[src/hdl/jsu_pkg.sv]
package jsu_pkg;

  // Parsing phase of the front end.
  typedef enum logic [1:0] {
    PH_IDLE = 2'd0,
    PH_STR  = 2'd1,
    PH_ESC  = 2'd2,
    PH_HEX  = 2'd3
  } phase_t;

  // Result status codes as they appear on the output.
  typedef enum logic [2:0] {
    ST_BYTE   = 3'd0,
    ST_DONE   = 3'd1,
    ST_QUOTE  = 3'd2,
    ST_BADESC = 3'd3,
    ST_SHORTU = 3'd4,
    ST_BADHEX = 3'd5,
    ST_UNKESC = 3'd6,
    ST_UNTERM = 3'd7
  } status_t;

  // One decoded request: up to three data bytes followed by an optional
  // status result. At least one of the two is present in a queued job.
  typedef struct packed {
    logic [1:0] nbytes;
    logic [7:0] b0;
    logic [7:0] b1;
    logic [7:0] b2;
    logic       has_tail;
    status_t    tail;
  } job_t;

  localparam int QDEPTH = 4;
  localparam int QPTR_W = $clog2(QDEPTH);
  localparam int QCNT_W = $clog2(QDEPTH + 1);

  localparam logic [7:0] CH_QUOTE = 8'h22;
  localparam logic [7:0] CH_BSLASH = 8'h5C;
  localparam logic [7:0] CH_U = 8'h75;

endpackage

[src/hdl/jsu_front.sv]
module jsu_front (
  input  logic           clk,
  input  logic           rst_n,
  input  logic           accept,
  input  logic [7:0]     text_byte,
  input  logic [2:0]     bytes_after,
  output logic           job_valid,
  output jsu_pkg::job_t  job
);
  import jsu_pkg::*;

  phase_t      phase_r, phase_nxt;
  logic [1:0]  hex_count_r, hex_count_nxt;
  logic [15:0] code_r, code_nxt;

  logic        last;
  logic        is_hex;
  logic [3:0]  hex_d;
  logic        is_simple;
  logic [7:0]  simple_b;
  logic [15:0] code_full;

  assign last = (bytes_after == 3'd0);
  assign code_full = {code_r[11:0], hex_d};

  always_comb begin
    is_hex = 1'b1;
    hex_d  = 4'd0;
    if (text_byte inside {[8'h30:8'h39]}) begin
      hex_d = text_byte[3:0];
    end else if (text_byte inside {[8'h61:8'h66], [8'h41:8'h46]}) begin
      hex_d = text_byte[3:0] + 4'd9;
    end else begin
      is_hex = 1'b0;
    end
  end

  always_comb begin
    is_simple = 1'b1;
    simple_b  = text_byte;
    case (text_byte)
      8'h22, 8'h5C, 8'h2F: simple_b = text_byte;
      8'h62: simple_b = 8'h08;
      8'h66: simple_b = 8'h0C;
      8'h6E: simple_b = 8'h0A;
      8'h72: simple_b = 8'h0D;
      8'h74: simple_b = 8'h09;
      default: is_simple = 1'b0;
    endcase
  end

  // Next state.
  always_comb begin
    phase_nxt     = phase_r;
    hex_count_nxt = hex_count_r;
    code_nxt      = code_r;
    case (phase_r)
      PH_STR: begin
        if (text_byte == CH_QUOTE) begin
          phase_nxt = PH_IDLE;
        end else if (text_byte == CH_BSLASH) begin
          phase_nxt = last ? PH_IDLE : PH_ESC;
        end else if (last) begin
          phase_nxt = PH_IDLE;
        end
      end
      PH_ESC: begin
        if (is_simple) begin
          phase_nxt = last ? PH_IDLE : PH_STR;
        end else if (text_byte == CH_U && bytes_after >= 3'd4) begin
          phase_nxt     = PH_HEX;
          hex_count_nxt = 2'd0;
          code_nxt      = 16'd0;
        end else begin
          phase_nxt = PH_IDLE;
        end
      end
      PH_HEX: begin
        if (!is_hex) begin
          phase_nxt = PH_IDLE;
        end else if (hex_count_r != 2'd3) begin
          code_nxt = code_full;
          if (last) begin
            phase_nxt = PH_IDLE;
          end else begin
            hex_count_nxt = hex_count_r + 2'd1;
          end
        end else begin
          code_nxt      = 16'd0;
          hex_count_nxt = 2'd0;
          phase_nxt     = last ? PH_IDLE : PH_STR;
        end
      end
      default: begin
        if (text_byte == CH_QUOTE && !last) begin
          phase_nxt = PH_STR;
        end else begin
          phase_nxt = PH_IDLE;
        end
      end
    endcase
  end

  // Job produced by the current byte.
  always_comb begin
    job          = '0;
    job.tail     = ST_BYTE;
    case (phase_r)
      PH_STR: begin
        if (text_byte == CH_QUOTE) begin
          job.has_tail = 1'b1;
          job.tail     = ST_DONE;
        end else if (text_byte == CH_BSLASH) begin
          job.has_tail = last;
          job.tail     = ST_BADESC;
        end else begin
          job.nbytes   = 2'd1;
          job.b0       = text_byte;
          job.has_tail = last;
          job.tail     = ST_UNTERM;
        end
      end
      PH_ESC: begin
        if (is_simple) begin
          job.nbytes   = 2'd1;
          job.b0       = simple_b;
          job.has_tail = last;
          job.tail     = ST_UNTERM;
        end else if (text_byte == CH_U) begin
          job.has_tail = (bytes_after < 3'd4);
          job.tail     = ST_SHORTU;
        end else begin
          job.has_tail = 1'b1;
          job.tail     = ST_UNKESC;
        end
      end
      PH_HEX: begin
        if (!is_hex) begin
          job.has_tail = 1'b1;
          job.tail     = ST_BADHEX;
        end else if (hex_count_r != 2'd3) begin
          job.has_tail = last;
          job.tail     = ST_SHORTU;
        end else begin
          job.has_tail = last;
          job.tail     = ST_UNTERM;
          if (code_full[15:7] == 9'd0) begin
            job.nbytes = 2'd1;
            job.b0     = {1'b0, code_full[6:0]};
          end else if (code_full[15:11] == 5'd0) begin
            job.nbytes = 2'd2;
            job.b0     = {3'b110, code_full[10:6]};
            job.b1     = {2'b10, code_full[5:0]};
          end else begin
            job.nbytes = 2'd3;
            job.b0     = {4'b1110, code_full[15:12]};
            job.b1     = {2'b10, code_full[11:6]};
            job.b2     = {2'b10, code_full[5:0]};
          end
        end
      end
      default: begin
        if (text_byte == CH_QUOTE) begin
          job.has_tail = last;
          job.tail     = ST_UNTERM;
        end else begin
          job.has_tail = 1'b1;
          job.tail     = ST_QUOTE;
        end
      end
    endcase
  end

  assign job_valid = accept && (job.has_tail || (job.nbytes != 2'd0));

  always_ff @(posedge clk) begin
    if (!rst_n) begin
      phase_r     <= PH_IDLE;
      hex_count_r <= 2'd0;
      code_r      <= 16'd0;
    end else if (accept) begin
      phase_r     <= phase_nxt;
      hex_count_r <= hex_count_nxt;
      code_r      <= code_nxt;
    end
  end

endmodule

[src/hdl/jsu_queue.sv]
module jsu_queue (
  input  logic           clk,
  input  logic           rst_n,
  input  logic           push,
  input  jsu_pkg::job_t  push_job,
  input  logic           pop,
  output jsu_pkg::job_t  head_job,
  output logic           empty,
  output logic           full
);
  import jsu_pkg::*;

  job_t              mem_r [QDEPTH];
  logic [QPTR_W-1:0] wr_ptr_r, rd_ptr_r;
  logic [QCNT_W-1:0] count_r, count_nxt;

  assign empty    = (count_r == '0);
  assign full     = (count_r == QCNT_W'(QDEPTH));
  assign head_job = mem_r[rd_ptr_r];

  always_comb begin
    count_nxt = count_r;
    if (push && !pop) begin
      count_nxt = count_r + 1'b1;
    end else if (pop && !push) begin
      count_nxt = count_r - 1'b1;
    end
  end

  always_ff @(posedge clk) begin
    if (push) begin
      mem_r[wr_ptr_r] <= push_job;
    end
  end

  always_ff @(posedge clk) begin
    if (!rst_n) begin
      wr_ptr_r <= '0;
      rd_ptr_r <= '0;
      count_r  <= '0;
    end else begin
      if (push) begin
        wr_ptr_r <= wr_ptr_r + 1'b1;
      end
      if (pop) begin
        rd_ptr_r <= rd_ptr_r + 1'b1;
      end
      count_r <= count_nxt;
    end
  end

endmodule

[src/hdl/jsu_back.sv]
module jsu_back (
  input  logic           clk,
  input  logic           rst_n,
  input  jsu_pkg::job_t  head_job,
  input  logic           empty,
  output logic           pop,
  output logic           out_valid,
  input  logic           out_stall,
  output logic [7:0]     out_byte,
  output logic [2:0]     out_status,
  output logic           out_run_last
);
  import jsu_pkg::*;

  logic [1:0] sub_r, sub_nxt;
  logic       valid_r;
  logic [7:0] byte_r, byte_nxt;
  status_t    status_r, status_nxt;
  logic       last_r, last_nxt;
  logic       load;
  logic [2:0] total;

  assign total = {1'b0, head_job.nbytes} + {2'b00, head_job.has_tail};
  assign load  = !valid_r || !out_stall;

  // Select the result at the current position within the head job.
  always_comb begin
    byte_nxt   = 8'd0;
    status_nxt = ST_BYTE;
    case (sub_r)
      2'd0:    byte_nxt = head_job.b0;
      2'd1:    byte_nxt = head_job.b1;
      2'd2:    byte_nxt = head_job.b2;
      default: byte_nxt = 8'd0;
    endcase
    if (sub_r >= head_job.nbytes) begin
      byte_nxt   = 8'd0;
      status_nxt = head_job.tail;
    end
    last_nxt = ({1'b0, sub_r} == total - 3'd1);
  end

  assign pop     = load && !empty && last_nxt;
  assign sub_nxt = last_nxt ? 2'd0 : sub_r + 2'd1;

  always_ff @(posedge clk) begin
    if (!rst_n) begin
      valid_r <= 1'b0;
      sub_r   <= 2'd0;
    end else if (load) begin
      valid_r <= !empty;
      if (!empty) begin
        sub_r <= sub_nxt;
      end
    end
  end

  always_ff @(posedge clk) begin
    if (load && !empty) begin
      byte_r   <= byte_nxt;
      status_r <= status_nxt;
      last_r   <= last_nxt;
    end
  end

  assign out_valid    = valid_r;
  assign out_byte     = byte_r;
  assign out_status   = status_r;
  assign out_run_last = last_r;

endmodule

[src/hdl/json_string_unescaper.sv]
// JSON string unescaper. Raw JSON text enters one byte per request together
// with a saturated count of the bytes that follow it; the block checks the
// opening quote, passes plain bytes, maps simple escapes, turns \uXXXX into
// one to three UTF-8 bytes and reports completion or one of six errors.
// Each input byte is handled by the front end as it is accepted: a new byte
// is accepted in every cycle while the four-entry job queue has room. The
// back end delivers one result per cycle from its output register while the
// receiver does not stall, so a byte that causes more than one result (up to
// four, for a three-byte UTF-8 sequence followed by an unterminated report)
// occupies the output until all of them are delivered; the queue absorbs
// such bursts, and the sustained input rate is one byte per cycle as long as
// results average no more than one per byte and the receiver does not stall.
module json_string_unescaper (
  input  logic       clk,
  input  logic       rst_n,
  input  logic       in_valid,
  output logic       in_stall,
  input  logic [7:0] in_text_byte,
  input  logic [2:0] in_bytes_after,
  output logic       out_valid,
  input  logic       out_stall,
  output logic [7:0] out_byte,
  output logic [2:0] out_status,
  output logic       out_run_last
);
  import jsu_pkg::*;

  logic accept;
  logic job_valid;
  job_t job;
  job_t head_job;
  logic q_empty;
  logic q_full;
  logic pop;

  // The input is held off only when the queue is full. The full flag comes
  // from a register, so stall never depends on the incoming valid.
  assign in_stall = q_full;
  assign accept   = in_valid && !in_stall;

  // The front end tracks the parsing phase and the hex accumulator, and turns
  // each accepted byte into a job that lists all results the byte causes.
  // Bytes that cause no result (the opening quote, a backslash, leading hex
  // digits) update the state and push nothing.
  jsu_front u_front (
    .clk         (clk),
    .rst_n       (rst_n),
    .accept      (accept),
    .text_byte   (in_text_byte),
    .bytes_after (in_bytes_after),
    .job_valid   (job_valid),
    .job         (job)
  );

  // A short queue decouples the byte-per-cycle front end from the
  // result-per-cycle back end.
  jsu_queue u_queue (
    .clk      (clk),
    .rst_n    (rst_n),
    .push     (job_valid),
    .push_job (job),
    .pop      (pop),
    .head_job (head_job),
    .empty    (q_empty),
    .full     (q_full)
  );

  // The back end walks the head job's results, one per cycle unless stalled,
  // marks the last one of each job and pops the job when that one is loaded.
  jsu_back u_back (
    .clk          (clk),
    .rst_n        (rst_n),
    .head_job     (head_job),
    .empty        (q_empty),
    .pop          (pop),
    .out_valid    (out_valid),
    .out_stall    (out_stall),
    .out_byte     (out_byte),
    .out_status   (out_status),
    .out_run_last (out_run_last)
  );

endmodule

[config.mk]
export PLATFORM = sky130hd
export DESIGN_NAME = json_string_unescaper
export DESIGN_NICKNAME = d
export VERILOG_FILES = /design/src/hdl/jsu_pkg.sv /design/src/hdl/jsu_front.sv /design/src/hdl/jsu_queue.sv /design/src/hdl/jsu_back.sv /design/src/hdl/json_string_unescaper.sv
export SDC_FILE = /design/constraint.sdc
export NUM_CORES = 1
export LEC_CHECK = 0
export ABC_AREA = 1
export ABC_CLOCK_PERIOD_IN_PS = 4900
export BUFFER_PORTS_ARGS = -buffer_cell sky130_fd_sc_hd__buf_2
export CAP_MARGIN = 20
export CORE_UTILIZATION = 46
export DETAILED_ROUTE_END_ITERATION = 8
export HOLD_SLACK_MARGIN = 0.1
export SYNTH_ARGS = -nofsm -noshare
export SYNTH_HDL_FRONTEND = slang
export SYNTH_SLANG_ARGS = --single-unit
[constraint.sdc]
create_clock -name clk -period 4.9 [get_ports clk]
set_input_delay 1.225 -clock clk [delete_from_list [all_inputs] [get_ports clk]]
set_output_delay 1.225 -clock clk [all_outputs]
set_load 0.005 [all_outputs]
==> impl_metrics.json <==
{
  "status": "complete, no violations",
  "postCtsHoldBufs": 0,
  "finClkSkew_ns": 0.0109,
  "gp_congestion": 0.869,
  "start_util_pct": 47.2,
  "die_area_mm2": 0.0161,
  "synth-edff-count": 124,
  "cp-end-kind": "register",
  "finalCritPeriodShare_pct": 78.0,
  "syn-num-nets": 746,
  "grt_setup_unrepaired": "no",
  "drive_above_1_share_pct": 15.1,
  "synth_flop_cell": "edfxtp_1",
  "power_mw": 4.16,
  "wl_per_cell_um": 16.8,
  "die_y_um": 127,
  "power_frac_seq_pct": 41.2,
  "fin_setup_tns_ns": 0,
  "htreeDepth": 4,
  "drv_slew": 0,
  "nets": 776,
  "clock_power_share_pct": 33.7,
  "power.leakage_nw": 3.15,
  "diodes": 0,
  "power_frac_comb_pct": 25.2,
  "dp_hpwl_um": 10700,
  "relSlewSlack_pct": 33.4,
  "setup-violations-final": 0,
  "syn_to_final_growth_pct": 14.1,
  "cts_tree": "yes",
  "hold_violations": 0,
  "clock_latency_ns": 0.43,
  "vias": 5123,
  "overflow": 0,
  "fin_crit_ns": 3.82,
  "hold_slack_ns": 0.473,
  "io_pins": 29,
  "startpoint_type": "input port",
  "hp-class": "reg2reg",
  "power_density_mw_per_mm2": 507,
  "place_ws_ns": 0.652,
  "antenna_found_initial": 0,
  "synth_area_mm2": 0.00719,
  "ys_async_sr_fraction_pct": 0,
  "drt_wl_total_um": 16200,
  "cts_buffer_depth": 2,
  "post_cts_buffers": 0,
  "synth.distinct_cells": 46,
  "post-route-util_pct": 53.8,
  "cts.sinks": 152,
  "setup_ws_ns": 1.08,
  "ys_warn_count": 0,
  "drv_cap": 0,
  "internal-power_mw": 2.89,
  "fmax_mhz": 262,
  "critPathArrivalTime_ns": 4.12,
  "cts_buffers": 17,
  "remaining_drc_errors": 0,
  "io_buffers": 28,
  "firstDrtPassIters": 5,
  "worstMarginPinSlew_ns": 0.995,
  "peakVddDrop_mv": 0.246,
  "cts_root_buf": "clkbuf_16",
  "p_sw_mw": 1.28,
  "worstSetupPathType": "in2reg",
  "coreArea_mm2": 0.0153,
  "clk_pin_slew_ns": 0.06,
  "grt_max_degree": 53,
  "synth.avg_cell_area_um2": 10.1,
  "track_usage_pct": 21.7,
  "switching_share_pct": 30.6,
  "synth_seq_area_share_pct": 59.5,
  "ys_ff_latch": 152,
  "dieWidth_um": 127,
  "cp.required_ns": 5.20,
  "vias_per_cell": 5.30,
  "synthCells": 712,
  "num_rows": 45,
  "ant_nets": 0,
  "grt_pass1_wl_um": 25900,
  "grt_pass1_vias": 4971,
  "drt-initial-drc-count": 360,
  "post_cts_resized": 0,
  "worstPathMaxFanout": 10
}
==> cell usage after synthesis, types with 2 or more instances <==
| cell type | count | area [um2] |
|---|---|---|
| o22ai_1 | 28 | 175 |
| nand3_2 | 2 | 20.0 |
| edfxtp_1 | 124 | 3720 |
| buf_2 | 3 | 15.0 |
| o211ai_1 | 3 | 22.5 |
| nor2_1 | 111 | 417 |
| nand2_2 | 8 | 50.1 |
| a211oi_2 | 6 | 75.1 |
| nor2_4 | 4 | 45.0 |
| o221ai_1 | 3 | 26.3 |
| o21ai_0 | 70 | 350 |
| inv_1 | 70 | 263 |
| a211oi_1 | 3 | 22.5 |
| nor2_2 | 4 | 25.0 |
| a32o_1 | 2 | 20.0 |
| nand3_1 | 24 | 120 |
| nand4_1 | 7 | 43.8 |
| buf_6 | 2 | 22.5 |
| nand2_1 | 94 | 353 |
| clkbuf_1 | 19 | 71.3 |
| a21oi_1 | 39 | 195 |
| inv_2 | 7 | 26.3 |
| nand2_4 | 5 | 56.3 |
| dfxtp_1 | 28 | 561 |
| nand3_4 | 2 | 35.0 |
| ha_1 | 18 | 225 |
| clkinv_1 | 4 | 15.0 |
| o21ai_1 | 3 | 15.0 |
| xor2_1 | 2 | 17.5 |
==> critical path, stage by stage <==
cell,delay [ns]
buf_2,0.12
inv_1,0.14
ha_1,0.22
inv_1,0.07
nand3_1,0.13
nand3_4,0.12
nand2_4,0.17
nand2_8,0.10
inv_2,0.10
nand2_1,0.11
nand3_4,0.11
nor2_2,0.04
nand2_2,0.12
nand2_2,0.11
inv_1,0.08
ha_1,0.14
inv_1,0.07
fa_1,0.44
a21oi_1,0.14
o21ai_0,0.11
o21ai_0,0.18
a21oi_1,0.07
==> power by group through the flow <==
stage                     logic, mW  clock network, mW  registers [mW]
after floorplan               0.719                  0            1.74
after global placement         1.03                  0            1.74
after detailed placement       1.06                  0            1.74
after CTS                      1.06               1.42            1.72
after global routing           1.20               1.48            1.73
final                          1.05               1.40            1.71
==> cells by family (layout without fill, tap and decap cells) <==
kind of cell             count (synthesis)  count (layout)  synth area share [%]
AO/OA/AOI/OAI                          165             165                  13.6
XOR/XNOR                                 3               3                 0.365
adder cells (fa/ha/maj)                 19              19                  3.41
buffers and inverters                  106             149                  5.84
flip-flops                             152             152                  59.5
AND/OR/NAND/NOR                        267             267                  17.3
==> state kept, by name, summed over array words and instances (netlist names), named ones only <==
| name | flops |
|---|---|
| u_back.out_byte | 8 |
| u_back.out_run_last | 1 |
| u_back.out_status | 3 |
| u_back.out_valid | 1 |
| u_back.sub_r | 2 |
| u_front.code_r | 12 |
| u_front.hex_count_r | 2 |
| u_front.phase_r | 2 |
| u_queue.count_r | 3 |
| u_queue.mem_r | 112 |
| u_queue.rd_ptr_r | 2 |
| u_queue.wr_ptr_r | 2 |
==> through the flow <==
stage / cell area (um2) / std cells
after floorplan: 7190 / 712
after global placement: 7550 / 934
after detailed placement: 7550 / 934
after CTS: 8210 / 966
after global routing: 8210 / 966
final: 8210 / 966
==> layout make-up <==
class                      instances  area [um2]
fill                            1380        7050
tap                              211         264
multi-input combinational        454        2500
inverter                          81         304
timing repair buffer              36         200
clock inverter                     9         133
clock buffer                      23         522
sequential                       152        4280
==> cell usage in the layout, fill, tap and decap left out, types with 3 or more instances in the layout <==
cell type and n:
o221ai_1 3, clkinv_1 4, dfxtp_1 28, buf_2 28, clkinv_4 3, a21oi_1 39
inv_2 7, nand2_2 8, o21ai_1 3, buf_4 8, nor2_2 8, nand2_4 5
nand4_1 7, o211ai_1 3, nand2_1 94, inv_1 70, o22ai_1 28, nor2_4 4
ha_1 18, a211oi_2 6, edfxtp_1 124, a211oi_1 3, nor2_1 107, o21ai_0 70
nand3_1 24, bufinv_16 3, clkbuf_16 20
==> final timing paths <==
kind | startpoint | to | slack [ns] | cells after the start
worst max register to register | register | u_queue.count_r[2] | 1.46 | 17
worst min register to register | u_queue.rd_ptr_r[1] | register | 0.47 | 2
worst max-delay path | in_text_byte[1] | u_queue.count_r[2] | 1.08 | 22
worst min-delay path | u_queue.rd_ptr_r[1] | register | 0.47 | 2
==> metal layers <==
layer / up-vias / track usage [%] / routed length (um)
li1: 2529 / - / -
met2: 133 / 34.6 / 7570
met5: - / 0 / 0
met1: 2426 / 27.7 / 7450
met4: 0 / 10.3 / 483
met3: 35 / 5.57 / 703
(Power assumes the default switching activity.)
